[config.mk]
export PLATFORM = sky130hd
export DESIGN_NAME = atsc_front
export DESIGN_NICKNAME = d
export VERILOG_FILES = /design/src/sv/atsc_pkg.sv /design/src/sv/atsc_front.sv
export SDC_FILE = /design/constraint.sdc
export NUM_CORES = 2
export LEC_CHECK = 0
export BUFFER_PORTS_ARGS = -buffer_cell sky130_fd_sc_hd__buf_2
export CORE_ASPECT_RATIO = 2
export CORE_UTILIZATION = 60
export CTS_CLUSTER_DIAMETER = 150
export CTS_CLUSTER_SIZE = 10
export DETAILED_ROUTE_END_ITERATION = 6
export HOLD_SLACK_MARGIN = 0.05
export PLACE_DENSITY = 0.77
export SYNTH_ARGS = -nofsm -noshare
export SYNTH_HDL_FRONTEND = slang
export SYNTH_SLANG_ARGS = --single-unit
[constraint.sdc]
create_clock -name clk -period 13.7 [get_ports clk]
set_input_delay 0 -clock clk [delete_from_list [all_inputs] [get_ports clk]]
set_output_delay 0 -clock clk [all_outputs]
set_load 0.05 [all_outputs]
[src/sv/atsc_pkg.sv]
// Shared types and constants for the adaptive threshold step counter.
// No dependencies.
package atsc_pkg;

  localparam int WINDOW_LEN_DEF = 64;
  localparam int QUEUE_DEPTH    = 4;

  localparam logic [15:0] MIN_SWING_RST = 16'd1000;
  localparam logic signed [15:0] HIST_RST = 16'sd9000;
  localparam logic signed [19:0] SUM_RST  = 20'sd90000;
  localparam logic signed [15:0] PEAK_RESTART   = -16'sd8192;
  localparam logic signed [15:0] TROUGH_RESTART = 16'sd8192;
  localparam int SMOOTH_TAPS = 10;
  localparam logic [3:0] WARMUP_DONE = 4'd9;

  // reciprocal constants: n/10 = (n*838861)>>23, n/3 = (n*43691)>>17
  localparam logic [19:0] RECIP10 = 20'd838861;
  localparam int RECIP10_SH = 23;
  localparam logic [15:0] RECIP3 = 16'd43691;
  localparam int RECIP3_SH = 17;

  typedef logic [1:0] axis_t;
  localparam axis_t AXIS_NONE = 2'd0;
  localparam axis_t AXIS_X    = 2'd1;
  localparam axis_t AXIS_Y    = 2'd2;
  localparam axis_t AXIS_Z    = 2'd3;

  typedef struct packed {
    logic signed [15:0] x;
    logic signed [15:0] y;
    logic signed [15:0] z;
  } triple_t;

  typedef enum logic [2:0] {
    B_IDLE, B_SCAN, B_DRAIN, B_UPD, B_MID, B_MUL, B_FIN
  } back_state_t;

endpackage

[src/sv/atsc_front.sv]
// Front end: 10-tap moving average of raw samples; first 9 pass raw.
// Depends on atsc_pkg.
module atsc_front (
  input  logic                 clk,
  input  logic                 rst,
  input  logic                 push,
  output logic                 full,
  input  logic signed [15:0]   accel_x,
  input  logic signed [15:0]   accel_y,
  input  logic signed [15:0]   accel_z,
  output logic                 q_push,
  output atsc_pkg::triple_t    q_data,
  input  logic                 q_full
);

  logic signed [15:0] hist [3][atsc_pkg::SMOOTH_TAPS];
  logic signed [19:0] sum [3];
  logic signed [19:0] sum_next [3];
  logic signed [15:0] smp [3];
  logic signed [15:0] raw [3];
  logic [18:0]        mag [3];
  logic [38:0]        prod [3];
  logic [2:0]         neg;
  logic [3:0]         spos;
  logic [3:0]         warm;
  logic               bypass;
  logic               st1;
  logic               st2;
  logic               accept;
  logic signed [15:0] res [3];
  logic [15:0]        quo [3];

  assign full   = st1 | st2;
  assign accept = push & ~full;
  assign smp[0] = accel_x;
  assign smp[1] = accel_y;
  assign smp[2] = accel_z;

  always_comb begin
    for (int a = 0; a < 3; a++) begin
      sum_next[a] = sum[a] - 20'(hist[a][spos]) + 20'(smp[a]);
      quo[a] = 16'(prod[a] >> atsc_pkg::RECIP10_SH);
      res[a] = bypass ? raw[a] : (neg[a] ? -$signed(quo[a]) : $signed(quo[a]));
    end
  end

  assign q_push   = st2 & ~q_full;
  assign q_data.x = res[0];
  assign q_data.y = res[1];
  assign q_data.z = res[2];

  always_ff @(posedge clk) begin
    if (rst) begin
      st1  <= 1'b0;
      st2  <= 1'b0;
      spos <= '0;
      warm <= '0;
      for (int a = 0; a < 3; a++) begin
        sum[a] <= atsc_pkg::SUM_RST;
        for (int k = 0; k < atsc_pkg::SMOOTH_TAPS; k++) begin
          hist[a][k] <= atsc_pkg::HIST_RST;
        end
      end
    end else begin
      if (accept) begin
        for (int a = 0; a < 3; a++) begin
          hist[a][spos] <= smp[a];
          sum[a]        <= sum_next[a];
          raw[a]        <= smp[a];
        end
        bypass <= (warm < atsc_pkg::WARMUP_DONE);
        if (warm < atsc_pkg::WARMUP_DONE) begin
          warm <= warm + 4'd1;
        end
        spos <= (spos == 4'(atsc_pkg::SMOOTH_TAPS - 1)) ? '0 : spos + 4'd1;
        st1  <= 1'b1;
      end
      if (st1) begin
        for (int a = 0; a < 3; a++) begin
          prod[a] <= 39'(mag[a]) * 39'(atsc_pkg::RECIP10);
          neg[a]  <= sum[a][19];
        end
        st1 <= 1'b0;
        st2 <= 1'b1;
      end
      if (q_push) begin
        st2 <= 1'b0;
      end
    end
  end

  always_comb begin
    for (int a = 0; a < 3; a++) begin
      mag[a] = sum[a][19] ? 19'(-sum[a]) : 19'(sum[a]);
    end
  end

endmodule

After elaboration in Yosys (flattened, before gate mapping). Memories as Yosys holds them, arrays and structs flattened. Cells that the tools add are included.

Memories kept: 4. Latch bits: 0. Bits in writable memories: 705. Word-level logic and storage cells: 1040. Bits in read-only memories: 0. Input port bits: 52. Output and inout bits: 50. Bits in registers: 14.

Memory list: hist (depth 3, bits a word 160, read ports 3, clocked after Yosys merged registers in 0, write ports 3, RTL line atsc_front.sv:16) `logic signed [15:0] hist [3][atsc_pkg::SMOOTH_TAPS];`; prod (depth 3, bits a word 39, read ports 3, clocked after Yosys merged registers in 0, write ports 3, RTL line atsc_front.sv:22) `logic [38:0] prod [3];`; sum (depth 3, bits a word 20, read ports 3, clocked after Yosys merged registers in 0, write ports 3, RTL line atsc_front.sv:17) `logic signed [19:0] sum [3];`; raw (depth 3, bits a word 16, read ports 3, clocked after Yosys merged registers in 0, write ports 3, RTL line atsc_front.sv:20) `logic signed [15:0] raw [3];`.

Reductions and logical operators: 6. Mux-type cells: 513. $mul: 3. Bitwise operators: 490. $add $sub $neg: 14. Eq/ne operators: 1. Shifts and indexed selects: 0. Magnitude comparators: 3. Divide/modulo/power cells: 0.

Operators by type and width (count): $mux W1 (488); $or A1 B1 Y1 (484); $mux W16 (13); $bmux W16 S4 (3); $mux W160 (1); $mul A19 B20 Y39 const B (3); $demux W16 S4 (1); $add A20 B16 Y20 (3); $mux W20 (3); $sub A20 B16 Y20 (3); $mux W19 (3); $neg A19 Y19 (3); $neg A16 Y16 (3); $add A4 B1 Y4 const B (2); $reduce_and A2 Y1 (3); $ge A5 B5 Y1 const B (1); $lt A5 B1 Y1 const B (1); $not A4 Y5 (1); $eq A4 B4 Y1 const B (1); $lt A4 B4 Y1 const B (1); $mux W4 (1); $reduce_or A2 Y1 (2); $not A1 Y1 (3); $and A1 B1 Y1 (2); $logic_and A1 B1 Y1 (1).

Depth between registers and ports, before layout.
Depth after elaboration: 7. Depth in mapped cells: 29.

Least setup slack after synthesis. No wires, ideal clock.

Kind: register -> register. From: memory sum[1][0] (netlist: sum[0][20]). To: memory prod[1][38] (netlist: prod[0][77]) (data pin). Clock period less this slack: 7353 ps. Required time: 13432 ps. Setup slack: 6347 ps. Data arrival time: 7086 ps. Stages on the path, launching flop included: 29. Path through: edfxtp_1 > inv_1 > ha_1 > nand2_1 > or3_1 > or4_1 > o21ai_0 > xnor2_1 > inv_1 > ha_1 > xnor2_1 > ha_1 > fa_1 > inv_1 > fa_1 > fa_1 > inv_1 > fa_1 > ha_1 > o21ai_0 > o21bai_1 > a21o_1 > a221oi_1 > o21ai_0 > o21ai_0 > o21ai_1 > a41o_1 > o41ai_1 > xnor2_1.

RTL lines (RTL line): from (decl) (atsc_front.sv:17); to (decl) (atsc_front.sv:22).

==> results.yml <==
route:
  viasPerCell: 6.144
  wl_per_cell_um: 24.38
  first_pass_iters: 5
  wl_met3_mm: 9.292
  wl_met1_mm: 40.32
  wl_met2_mm: 69.42
  drcViolationCount: 0
  drt-initial-drc-count: 2604
  ant_nets: 0
  routed_wl_mm: 131.3
  highest_layer: "met5"
  vias: 33080
timing:
  finalSetupViolCount: 0
  fmax_mhz: 116.1
  finalMaxSlewViolations: 0
  slew-limit-headroom: 0.09568
  final.setup.tns_ns: 0
  clock_skew_ns: 0.02809
  worst_pin_slew_ns: 1.322
  rsz0062_at_grt: "false"
  hold_viol: 0
  finalCritPeriodShare: 0.6285
  period_needed_ns: 8.610
yosys:
  synth-main-ff-cell: "edfxtp_1"
  synth-edff-count: 640
  synth_top_family_by_area: "adder cells"
  synth.distinct_cells: 70
  postSynthCellCount: 4234
  synthMuxAreaShare: 0.05650
  synth_compound_area_frac: 0.06200
  synthArstFlopShare: 0
  synth-seq-cells: 650
  synthXorXnorAreaFrac: 0.03643
  avgSynthCellArea_um2: 11.40
  syn-num-nets: 5113
  netlist_area_um2: 48250
  synthSimpleGateAreaFrac: 0.09877
  synthAdderAreaFrac: 0.2692
  synth_warnings: 0
  seq_area_frac_synth: 0.4024
grt:
  antenna_found_initial: 5
  gr-usage-all-layers: 0.3320
  grt_pass1_vias: 35430
  grt_max_degree: 121
  grt_remaining_overflow: 0
  grt_first_pass_wirelength_mm: 199.9
die:
  rows: 146
  fp.dieW_um: 202.5
  io_pins: 102
  start_util: 0.6072
  fp.dieArea_um2: 81630
  coreArea_um2: 79460
  dieHeight_um: 403.1
critical_path:
  crit_path_start_kind: "flip-flop"
  critical_path_arrival_ns: 8.99
  end_kind: "flip-flop"
  critical_path.max_stage_delay_ns: 0.58
  r2r_slack_ns: 5.09
  path_class: "reg2reg"
  critPathMaxFanout: 7
  crit_slowest_cell: "o21ai_0"
  critPathRequiredTime_ns: 14.08
cts:
  cts_resized: 0
  cts.sinks: 650
  cts_htree_levels: 3
  cts_buffer_depth: 3
  clk_pin_slew_ns: 0.06
  cts_buffers: 74
  clk_latency_ns: 0.66
  cts_tree: "built"
  clock-root-buffer: "clkbuf_16"
placement:
  dp_hpwl_mm: 96.64
  routabilityCongestion: 1.048
  io_buffer_count: 101
final_layout:
  area_growth_pct: 8.554
  drive_gt1_frac: 0.08577
  layout.nets: 5214
  n_antenna_cell: 0
worst_hold_path:
  hold_path.class: "in2reg"
status:
  status: "finished clean"
run:
  maxCapViolations: 0
Yosys cell counts (all sizes together) (15+ instances only):
cell / count / area, µm²
o21a: 17 / 127.6
ha: 475 / 5943
nand2b: 18 / 112.6
and3: 74 / 462.9
mux2i: 53 / 530.5
or3: 15 / 98.84
nor2: 120 / 450.4
a22oi: 48 / 360.4
a21oi: 79 / 395.4
nor4: 66 / 419.2
clkinv: 30 / 112.6
nor3: 225 / 1131
o31ai: 29 / 222.7
clkbuf: 149 / 559.3
buf: 23 / 86.33
xor2: 68 / 595.6
nor2b: 28 / 182.7
fa: 352 / 7047
o21ai: 175 / 875.8
xnor2: 131 / 1162
inv: 758 / 2845
nand4: 21 / 131.4
nand2: 311 / 1167
edfxtp: 640 / 19220
and2: 37 / 231.5
a21o: 38 / 285.3
or2: 17 / 106.4
nand3: 28 / 140.1
mux4: 96 / 2162
stage by stage:
| step | util | area [µm²] | std cells | hold WS [ns] | setup WS, ns |
|---|---|---|---|---|---|
| floorplan | - | 48250 | 4234 | 0.09887 | 6.347 |
| global placement | 0.6268 | 49810 | 5242 | 0.1966 | 5.436 |
| detailed placement | 0.6268 | 49810 | 5242 | 0.2143 | 5.208 |
| CTS | 0.6592 | 52380 | 5385 | 0.08349 | 5.152 |
| global route | 0.6592 | 52380 | 5385 | 0.1274 | 4.663 |
| finish | 0.6592 | 52380 | 5385 | 0.1263 | 5.090 |
layout by cell type, fill, tap and decap left out, drive strengths merged, types with 6 or more instances in the layout:
cell type / count
nand2b: 18
nand2: 311
nand3: 28
dfxtp: 10
a22oi: 48
nor4: 66
clkbuf: 83
a211oi: 12
nor3: 225
o41ai: 12
a21o: 38
nor2: 120
edfxtp: 640
a31oi: 7
mux4: 96
or3: 15
o21bai: 13
or2: 17
and3: 74
o21ai: 175
clkinv: 34
buf: 144
dlygate4sd3: 53
mux2i: 53
ha: 475
a2111oi: 6
nor2b: 28
nand4: 21
o31ai: 29
inv: 761
xor2: 68
and2: 37
a21oi: 79
o21a: 17
xnor2: 131
or4: 12
fa: 352
layout make-up:
cell class,instances,area [µm²]
well taps,1036,1296
multi-input cells,2624,25280
repair buffers,197,1371
fillers,5931,27080
flip-flops and latches,650,19430
inverters,788,2960
clock buffers,83,1886
clock inverters,7,155.1
cells by family (layout without fill, tap and decap cells):
logic type / after synthesis / in the layout
compound gates: 470 / 470
xor+xnor: 199 / 199
fa+ha+maj: 827 / 827
buf+inv: 960 / 1075
flops: 650 / 650
mux: 152 / 152
simple gates: 976 / 976
path summary, 6_finish.rpt:
path,start,endpoint,cells after the start
max,sum[0][20],prod[0][77],28
min,accel_y[10],raw[0][26],2
max reg2reg,sum[0][20],prod[0][77],28
min reg2reg,warm[3],warm[3],2
state kept, by name, summed over array words and instances (netlist names):
name,flops
bypass,1
hist,480
neg,3
prod,48
raw,48
spos,4
st1,1
st2,1
sum,60
warm,4
metal layers:
metal | global-route usage | up-vias
met4 | 0.2708 | 4
met1 | 0.3329 | 16260
met5 | 0 | -
met2 | 0.6033 | 1558
met3 | 0.04821 | 547
li1 | - | 14710
worst max-delay path, delay by kind of cell (launching register included):
family | cells | cell delay, ns
buf+inv | 4 | 0.53
xor+xnor | 3 | 0.65
compound gates | 10 | 2.71
flops | 1 | 0.45
simple gates | 3 | 0.95
fa+ha+maj | 8 | 3.00
repair_timing:
action	in CTS	in global routing
buffers inserted	0	0
hold buffers	53	0
hold endpoints to repair	526	0
Power is left out: the tool's default activity adds up to more than one toggle a clock period on the data nets, which glitch-free logic cannot reach.
