## config.mk

```make
export PLATFORM = sky130hd
export DESIGN_NAME = atsc_queue
export DESIGN_NICKNAME = d
export VERILOG_FILES = /design/src/sv/atsc_pkg.sv /design/src/sv/atsc_queue.sv
export SDC_FILE = /design/constraint.sdc
export NUM_CORES = 1
export LEC_CHECK = 0
export ABC_CLOCK_PERIOD_IN_PS = 2600
export BUFFER_PORTS_ARGS = -buffer_cell sky130_fd_sc_hd__buf_2
export CORE_ASPECT_RATIO = 1.4
export CORE_UTILIZATION = 38
export DETAILED_ROUTE_END_ITERATION = 10
export PLACE_DENSITY_LB_ADDON = 0.3
export SYNTH_ARGS = -nofsm -noshare
export SYNTH_HDL_FRONTEND = slang
export SYNTH_SLANG_ARGS = --single-unit
```

## constraint.sdc

```tcl
create_clock -name clk -period 2.6 [get_ports clk]
set_input_delay 0 -clock clk [delete_from_list [all_inputs] [get_ports clk]]
set_output_delay 0 -clock clk [all_outputs]
set_load 0.02 [all_outputs]
```

## src/sv/atsc_pkg.sv

```systemverilog
// Shared types and constants for the adaptive threshold step counter.
// No dependencies.
package atsc_pkg;

  localparam int WINDOW_LEN_DEF = 64;
  localparam int QUEUE_DEPTH    = 4;

  localparam logic [15:0] MIN_SWING_RST = 16'd1000;
  localparam logic signed [15:0] HIST_RST = 16'sd9000;
  localparam logic signed [19:0] SUM_RST  = 20'sd90000;
  localparam logic signed [15:0] PEAK_RESTART   = -16'sd8192;
  localparam logic signed [15:0] TROUGH_RESTART = 16'sd8192;
  localparam int SMOOTH_TAPS = 10;
  localparam logic [3:0] WARMUP_DONE = 4'd9;

  // reciprocal constants: n/10 = (n*838861)>>23, n/3 = (n*43691)>>17
  localparam logic [19:0] RECIP10 = 20'd838861;
  localparam int RECIP10_SH = 23;
  localparam logic [15:0] RECIP3 = 16'd43691;
  localparam int RECIP3_SH = 17;

  typedef logic [1:0] axis_t;
  localparam axis_t AXIS_NONE = 2'd0;
  localparam axis_t AXIS_X    = 2'd1;
  localparam axis_t AXIS_Y    = 2'd2;
  localparam axis_t AXIS_Z    = 2'd3;

  typedef struct packed {
    logic signed [15:0] x;
    logic signed [15:0] y;
    logic signed [15:0] z;
  } triple_t;

  typedef enum logic [2:0] {
    B_IDLE, B_SCAN, B_DRAIN, B_UPD, B_MID, B_MUL, B_FIN
  } back_state_t;

endpackage

```

## src/sv/atsc_queue.sv

```systemverilog
// Short FIFO between the front end and the back end.
// Depends on atsc_pkg.
module atsc_queue (
  input  logic              clk,
  input  logic              rst,
  input  logic              wr,
  input  atsc_pkg::triple_t wdata,
  output logic              full,
  input  logic              rd,
  output atsc_pkg::triple_t rdata,
  output logic              empty
);

  localparam int AW = $clog2(atsc_pkg::QUEUE_DEPTH);

  atsc_pkg::triple_t mem [atsc_pkg::QUEUE_DEPTH];
  logic [AW-1:0] wp;
  logic [AW-1:0] rp;
  logic [AW:0]   cnt;

  assign full  = (cnt == (AW+1)'(atsc_pkg::QUEUE_DEPTH));
  assign empty = (cnt == '0);
  assign rdata = mem[rp];

  always_ff @(posedge clk) begin
    if (wr & ~full) begin
      mem[wp] <= wdata;
    end
    if (rst) begin
      wp  <= '0;
      rp  <= '0;
      cnt <= '0;
    end else begin
      if (wr & ~full) begin
        wp <= wp + 1'b1;
      end
      if (rd & ~empty) begin
        rp <= rp + 1'b1;
      end
      cnt <= cnt + (AW+1)'(wr & ~full) - (AW+1)'(rd & ~empty);
    end
  end

endmodule

```

# Word-level counts from Yosys, hierarchy flattened
# Memory sizes are Yosys's and may differ from the RTL's. A register that Yosys moved wholly into a read port is not among the register bits.
# Index checks and enable logic that the tools add are counted.
# word_totals
register_bits,7
mem_bits_rw,192
out_inout_bits,50
elab_cells,22
n_memories,1
# op_classes
addsub,4
eq_ne,1
muxes,4
n_bitwise,8
n_reduce_logical,1
# mem_list
name,words,width,rd,rd_clocked_by_memory_dff,write_ports,line_no,text
mem,4,48,1,1,1,atsc_queue.sv:16,atsc_pkg::triple_t mem [atsc_pkg::QUEUE_DEPTH];
# op_table
cell,count
$and 1x3->3,2
$not 1->3,2
$add 2x1->2 const B,2
$mux 2,2
$add 3x3->3,1
$eq 3x3->1 const B,1
$logic_not 3->1,1
$sub 3x3->3,1
$and 1x1->1,2
$mux 1,2
$not 1->1,2

# Depth between registers and ports, before layout
# Gate-level depths: netlist (run 1).
# logic_depth
word_depth,5
mapped_depth,10
depth_no_buf,10

# Worst setup path before layout (run 1)
# Ideal clock, no wire load.
# synth_path
kind,register -> register
from,register cnt[2]
to,register cnt[2]
t_arrival_ns,2.303
path_slack_ns,0.173
path_stages_with_launch,11
path_buffers,0
synth_period_minus_slack_ns,2.427
path_cell_list,dfxtp_1 > nor3b_1 > nor2_2 > inv_1 > ha_1 > inv_1 > ha_1 > fa_1 > xnor2_1 > xnor2_1 > nor2_1
# synth_between
elab_chain_len,5
elab_cells_between_ends,8
# synth_lines
item,line_no,text
"start, declared",atsc_queue.sv:19,logic [AW:0] cnt;
"start signal, assigned",atsc_queue.sv:40,cnt <= cnt + (AW+1)'(wr & ~full) - (AW+1)'(rd & ~empty);
$eq 3x3->1,atsc_queue.sv:21,assign full = (cnt == (AW+1)'(atsc_pkg::QUEUE_DEPTH));
named net full,atsc_queue.sv:8,"output logic full,"
$not 1->3,atsc_queue.sv:40,
$and 1x3->3,atsc_queue.sv:40,
$add 3x3->3,atsc_queue.sv:40,
$sub 3x3->3,atsc_queue.sv:40,
# The timed path passes the listed nets, and every way through them passes these cells.
# A chain may end at the register's enable or synchronous reset.

# Final worst setup path (run 1)
# layout_path
from,register cnt[2]
to,register cnt[2]
# layout_between
elab_chain_len,5
elab_cells_between_ends,8
# layout_lines
item,line_no
$eq 3x3->1,atsc_queue.sv:21
$not 1->3,atsc_queue.sv:40
$and 1x3->3,atsc_queue.sv:40
$add 3x3->3,atsc_queue.sv:40
$sub 3x3->3 *,atsc_queue.sv:40
# Mark *: on every way between the ends. The rest lies on a longest branch, timed or not.

==> results of run 1 <==
kinds of logic (layout without fill, tap and decap cells):
group / count (synthesis) / in the layout / share of synthesized area (%)
DFF: 201 / 201 / 80.5
AOI/OAI and AO/OA: 5 / 5 / 0.373
and+or+nand+nor: 17 / 17 / 1.30
muxes: 49 / 49 / 14.8
adders and majority gates: 7 / 7 / 1.29
xor gates and xnor gates: 3 / 3 / 0.356
buffers and inverters: 19 / 205 / 1.42
metrics by stage:
| step | util, % | hold WS, ps | instances |
|---|---|---|---|
| 5_1_grt | 49.1 | 266 | 735 |
| 4_1_cts | 49.1 | 260 | 735 |
| 2_1_floorplan | - | 98.9 | 301 |
| 6_report | 49.1 | 267 | 735 |
| 3_3_place_gp | 43.0 | 211 | 649 |
| 3_5_place_dp | 43.0 | 216 | 649 |
worst max-delay path by stage:
stage	from	slack [ps]	endpoint	cells after the start
global placement	cnt[1]	490	cnt[2]	9
detailed placement	cnt[2]	360	cnt[2]	10
CTS	flip-flop	320	rdata[26]	3
floorplan	cnt[2]	170	cnt[2]	10
global route	cnt[2]	110	cnt[2]	10
finish	cnt[2]	340	cnt[2]	10
critical path, delay by kind of cell (launching register included):
kind	cells	cell delay (ps)
XOR/XNOR	2	310
adder cells (fa/ha/maj)	3	660
buffers and inverters	2	120
flip-flops	1	390
AND/OR/NAND/NOR	3	640
final cells by class:
class                           count  area, um2
Clock inverter                      8        141
Clock buffer                       26        502
Fill cell                        1594       9740
Sequential cell                   201       5950
Inverter                            8       30.0
Multi-Input combinational cell     81       1340
Timing Repair Buffer              163       1130
Tap cell                          248        310
per-layer routing:
metal | vias to the layer above | part of all wire (%)
met5 | - | 0
met1 | 1868 | 41
li1 | 1609 | -
met4 | 0 | 1.9
met3 | 20 | 4.3
met2 | 86 | 53
state kept, by name (all words and copies together) (netlist names), named ones only:
signal / count
mem: 192
wp: 2
cnt: 3
rp: 2
synthesized netlist by cell type (all sizes together):
library cell / number / area [um2]
inv: 8 / 30.0
o21ai: 2 / 10.0
nand2: 1 / 3.75
fa: 1 / 20.0
o31ai: 1 / 7.51
mux4: 48 / 1080
edfxtp: 192 / 5770
a21oi: 2 / 10.0
buf: 8 / 63.8
and2: 4 / 25.0
or3: 2 / 12.5
nor3b: 1 / 7.51
clkbuf: 3 / 11.3
xor2: 1 / 8.76
dfxtp: 9 / 180
nor2b: 2 / 12.5
nor3: 1 / 5.00
nand2b: 2 / 12.5
nor2: 4 / 17.5
ha: 6 / 75.1
mux2i: 1 / 10.0
xnor2: 2 / 17.5
report_power, final:
group | total [mW] | internal [mW] | switching (mW)
Combinational | 2.12 | 0.955 | 1.17
Sequential | 4.08 | 3.90 | 0.179
Clock | 2.85 | 1.75 | 1.09
Total | 9.04 | 6.61 | 2.44
what timing repair did:
| action | CTS | global route |
|---|---|---|
| gates resized for setup | 0 | 0 |
| hold buffers | 52 | 0 |
| hold endpoints to repair | 201 | 0 |
==> metrics.md, run 1 <==
| Metric | Value |
|---|---|
| Syn Std Cell Area | 0.00739 mm2 |
| Clock Root Buffer | clkbuf_16 |
| Hold path endpoint | mem[0][14] |
| Commonest non-fill, non-tap cell in the layout | edfxtp_1 |
| DRC | 1 |
| Hold Crit Class | input port to flip-flop |
| Cts bufs inserted | 19 |
| Hold path depth | 2 |
| DR vias | 3583 |
| Setup Skew | approximately 3.5 ps |
| Final setup vio count | 0 |
| Static Leakage | 3.22 nW |
| Status | finished with violations |
| CTS Sinks | 201 |
| DRT antenna net count | 0 |
| Tightest Pin Transition | 616 ps |
| RSZ-0062 raised after global routing | no |
| Max-slew violations | 0 |
| First-pass GRT wire length | 21900 um |
| Cells after Synth | ~300 |
| Met2 Track Usage GR | 26.3% |
| H-tree depth | 1 |
| Worst-path clk slew | 60 ps |
| Final Cycle Share | 86.8% |
| Largest net degree at the start of global routing | 33 |
| Ys Warns | 0 |
| R2R Setup Slk | 340 ps |
| Row Count | 60 |
| Area delta synth->final | 27.3% |
| Worst path slowest cell | nor3b_1 |
| GR Util met1 | between 10% and 20% |
| Worst skew pair latency | 480 ps |
| Pre-CTS setup slack | 357 ps |
| PnR Total Power | 9.04 mW |
| Cell Area, Placed | 0.00824 mm2 |
| Die X | 120 um |
| Max Fclk | 0.443 GHz |
| Congestion Overflow GR | 0 |
| Vias per inst | 4.87 |
| Fin area | around 0.0094 mm2 |
| Inserted Diodes | 0 |
| CTS tree | done |
| Netlist cell types | 25 |
| Share of cells above drive strength 1 | 39.2% |
| Setup crit start kind | flip-flop |
| 1st-pass router iterations | 9 |
| Nets | 533 |
| Met3 Use GR | 2.50% |
| Power density cells | 962 mW/mm2 |
| Routed wire per std cell | 19.1 um |
| Setup TNS Final | 0 ps |
| Final min period | roughly 2300 ps |
| CP Class | flip-flop to flip-flop |
| Clock Tree Buf Depth | 3 |
| Avg Synthesized Cell Area | 24.5 um2 |
| Crit path cell chain | nor3b_1, nor2_2, inv_1, ha_1, inv_1, ha_1, fa_1, xnor2_1, xnor2_1, nor2_1 |
| Vias in the first global route | ~3900 |
| Hold Vio Cnt, Final | 0 |
| Crit Path Max Fanout | 6 |
| Dpl hpwl | 9240 um |
| Starting Density | between 30% and 40% |
| R2r endpoint | cnt[2] |
| Headroom to the max-slew limit | 58.9% |
| Hold path start | wdata[14] |
| Total of max-cap violations | 0 |
| Worst path max stage delay | roughly 460 ps |
| All-Layer GR Usage | 14.5% |
| Final WL | 14100 um |
| Register area share after synthesis | 80.5% |
| Die area | 0.0200 mm2 |
| CP arrival | about 2600 ps |
| Core Footprint | 0.0191 mm2 |
| Die height | 167 um |
| Initial DRC Count | 191 |
| Yosys reg bits | 201 |
| Postcts setup bufs | 0 |
| GR peak layer | met2 |
| Final WS setup | roughly 340 ps |
| CP Capture Type | flip-flop |
| I/O Pins | 102 |
| Post-synth net total | 360 |
| Worst EP required | 2970 ps |
| R2r startpoint | cnt[2] |
| R2R cell count | 10 |
| Placer Congestion | 0.683 |
| VDD IR-drop max | around 400 uV |
| Port buffer count | 101 |
| Failing checks | DRC |
| Most frequent cells in the layout | 192 x edfxtp_1, 101 x buf_2, 52 x dlygate4sd3_1 |
| Initial antenna violation count | 0 |
(Power assumes the default switching activity.)
==> run 2: changes to the inputs <==
GPL_TIMING_DRIVEN = 0   (was default)
PLACE_DENSITY = 0.68   (was default)
PLACE_DENSITY_LB_ADDON = default   (was 0.3)
REMOVE_ABC_BUFFERS = 1   (was default)
==> run 2 against run 1 <==
Against the previous run:
- highest routed layer unchanged
- clock-buffer cell count down 1
- wire length decreased by 8.5%
- cell count decreased by 0.68%
- the flow now finishes without violations
- critical path type unchanged
- via count decreased by 3.1%
==> metrics.md, run 2 (synthesis results as in run 1) <==
| Metric | Value |
|---|---|
| Status | finished clean |
| Reg power frac | 46.3% (+1.2 points) |
| RSZ-0062 raised after global routing | no |
| DR WL met2 | 6990 um (-6.9%) |
| CTS tree | done |
| Inserted Diodes | 0 (unchanged) |
| Area delta synth->final | 27.1% |
| Setup TNS Final | 0 ps (unchanged) |
| DRT antenna net count | 0 (unchanged) |
| Power density cells | 941 mW/mm2 (-2.2%) |
| R2r startpoint | cnt[1] |
| R2R cell count | 9 (-1) |
| CP Capture Type | flip-flop |
| Cts bufs inserted | 19 (unchanged) |
| Nets | 529 (-0.75%) |
| Worst EP required | 2950 ps (-20 ps) |
| DRC | 0 (-1) |
| Top reg by flops | mem |
| Final WL | 12900 um (-8.5%) |
| Clock Tree Buf Depth | 3 (unchanged) |
| I/O Pins | 102 (unchanged) |
| Share of cells above drive strength 1 | 38.8% (-0.42 points) |
| Headroom to the max-slew limit | 58.0% (-0.94 points) |
| Max Fclk | 0.437 GHz (-1.4%) |
| Max-slew violations | 0 (unchanged) |
| Uppermost layer routed | met4 |
| 1st-pass router iterations | 4 (-5) |
| VDD IR-drop max | 518 uV (+30%) |
| Total of max-cap violations | 0 (unchanged) |
| Dpl hpwl | 7790 um (-16%) |
| Starting Density | 38.6% (unchanged) |
| Clock share of power | 30.0% (-1.5 points) |
| Placer Congestion | 0.670 (-2.0%) |
| Static Leakage | 3.19 nW (-0.76%) |
| Tightest Pin Transition | 630 ps (+14.1 ps) |
| Final setup vio count | 0 (unchanged) |
| Crit Path Max Fanout | 5 (-1) |
| Vias per inst | 4.75 (-2.5%) |
| First-pass GRT wire length | 20900 um (-4.8%) |
| DR vias | 3471 (-3.1%) |
| Largest regs | mem: 192 flops, cnt: 3 flops |
| Congestion Overflow GR | 0 (unchanged) |
| Non-filler instance count after layout | 730 (-0.68%) |
| All-Layer GR Usage | 13.7% (-0.89 points) |
| Die height | 167 um (unchanged) |
| H-tree depth | 1 (unchanged) |
| Setup Skew | 11.6 ps (+8.10 ps) |
| Hold Crit Class | input port to flip-flop |
| Die X | 120 um (unchanged) |
| Die area | 0.0200 mm2 (unchanged) |
| Combinational power share | 23.7% (+0.2 points) |
| PnR Total Power | 8.84 mW (-2.3%) |
| Worst-path clk slew | 60 ps (about the same) |
| CTS Sinks | 201 (unchanged) |
| Initial antenna violation count | 0 (unchanged) |
| WL met1 | 5090 um (-11%) |
| Post-CTS sizing | 0 (unchanged) |
| Most frequent cells in the layout | 192 x edfxtp_1, 101 x buf_2, 52 x dlygate4sd3_1 |
| DP Cell Count | 645 (-0.62%) |
| R2R Setup Slk | 310 ps (-30 ps) |
| Routed wl met3 | 529 um (-12%) |
| Hold Vio Cnt, Final | 0 (unchanged) |
| Row Count | 60 (unchanged) |
| Largest net degree at the start of global routing | 30 (-9.1%) |
| Final min period | 2290 ps (+31.8 ps) |
| Core Footprint | 0.0191 mm2 (unchanged) |
| Port buffer count | 101 (unchanged) |
| Initial DRC Count | 232 (+21%) |
| Final Cycle Share | 88.0% (+1.2 points) |
| CP arrival | 2640 ps (about the same) |
| Int Power | 6.47 mW (-2.1%) |
| Max FFs per register | 192 (unchanged) |
| Routed wire per std cell | 17.6 um (-7.8%) |
| Clock Root Buffer | clkbuf_16 |
| Commonest non-fill, non-tap cell in the layout | edfxtp_1 |
| CP startpoint | cnt[1] |
| CP Class | flip-flop to flip-flop |
| Worst skew pair latency | 470 ps (about the same) |
| R2r endpoint | cnt[2] |
| Postcts setup bufs | 0 (unchanged) |
| Net Switching | 2.37 mW (-2.7%) |
| Sw frac | 26.8% (-0.11 points) |
| Vias in the first global route | 3971 (+1.9%) |
| Setup crit end | cnt[2] |
| Setup crit start kind | flip-flop |
[run 2: routing by layer]
metal | vias to the layer above | global-route usage, %
met4 | 0 | 5.49
met2 | 81 | 24.2
met5 | - | 0
li1 | 1593 | -
met3 | 19 | 2.53
met1 | 1778 | 16.3
[run 2: power by group through the flow]
| stage | clock, mW | combinational, mW | sequential (mW) |
|---|---|---|---|
| 2_1_floorplan | 0 | 1.31 | 4.20 |
| 3_3_place_gp | 0 | 1.88 | 4.30 |
| 3_5_place_dp | 0 | 2.07 | 4.17 |
| 4_1_cts | 2.71 | 2.14 | 4.10 |
| 5_1_grt | 2.83 | 2.26 | 4.14 |
| 6_report | 2.65 | 2.10 | 4.09 |
[run 2: what timing repair did]
action / in CTS / in global routing
setup endpoints to repair: 0 / 0
hold buffers: 52 / 0
hold endpoints to repair: 201 / 0
[run 2: critical path: stages, from the launching register on]
cell and delay (ps):
dfxtp_1 360, o31ai_1 410, inv_1 80, ha_1 290
inv_1 40, ha_1 190, fa_1 390, xnor2_1 210
xnor2_1 150, nor2_1 50
[run 2: worst min path at each step]
stage              start         end  slack (ps)  cells past startpoint
6_report       wdata[29]  mem[3][29]         280                      2
5_1_grt        wdata[30]  mem[0][30]         270                      2
4_1_cts        wdata[39]  mem[2][39]         260                      2
3_5_place_dp   wdata[26]  mem[3][26]         220                      1
3_3_place_gp   wdata[41]  mem[0][41]         210                      1
2_1_floorplan        rst       wp[0]          70                      1
[run 2: final cells by class]
cell class | count | area (um2)
timing repair buffer | 159 | 1150
inverter | 8 | 30.0
fill | 1567 | 9750
clock inverter | 8 | 87.6
tap | 248 | 310
sequential | 201 | 5950
clock buffer | 25 | 518
multi-input combinational | 81 | 1340
[run 2: stage by stage]
step	hold slack (ps)	area, um2	utilization, %	worst slack [ps]
2_1_floorplan	69.1	7310	-	-213
3_3_place_gp	209	8130	42.5	-1210
3_5_place_dp	216	8270	43.2	351
4_1_cts	262	9390	49.1	334
5_1_grt	275	9390	49.1	94.9
6_report	278	9390	49.1	311
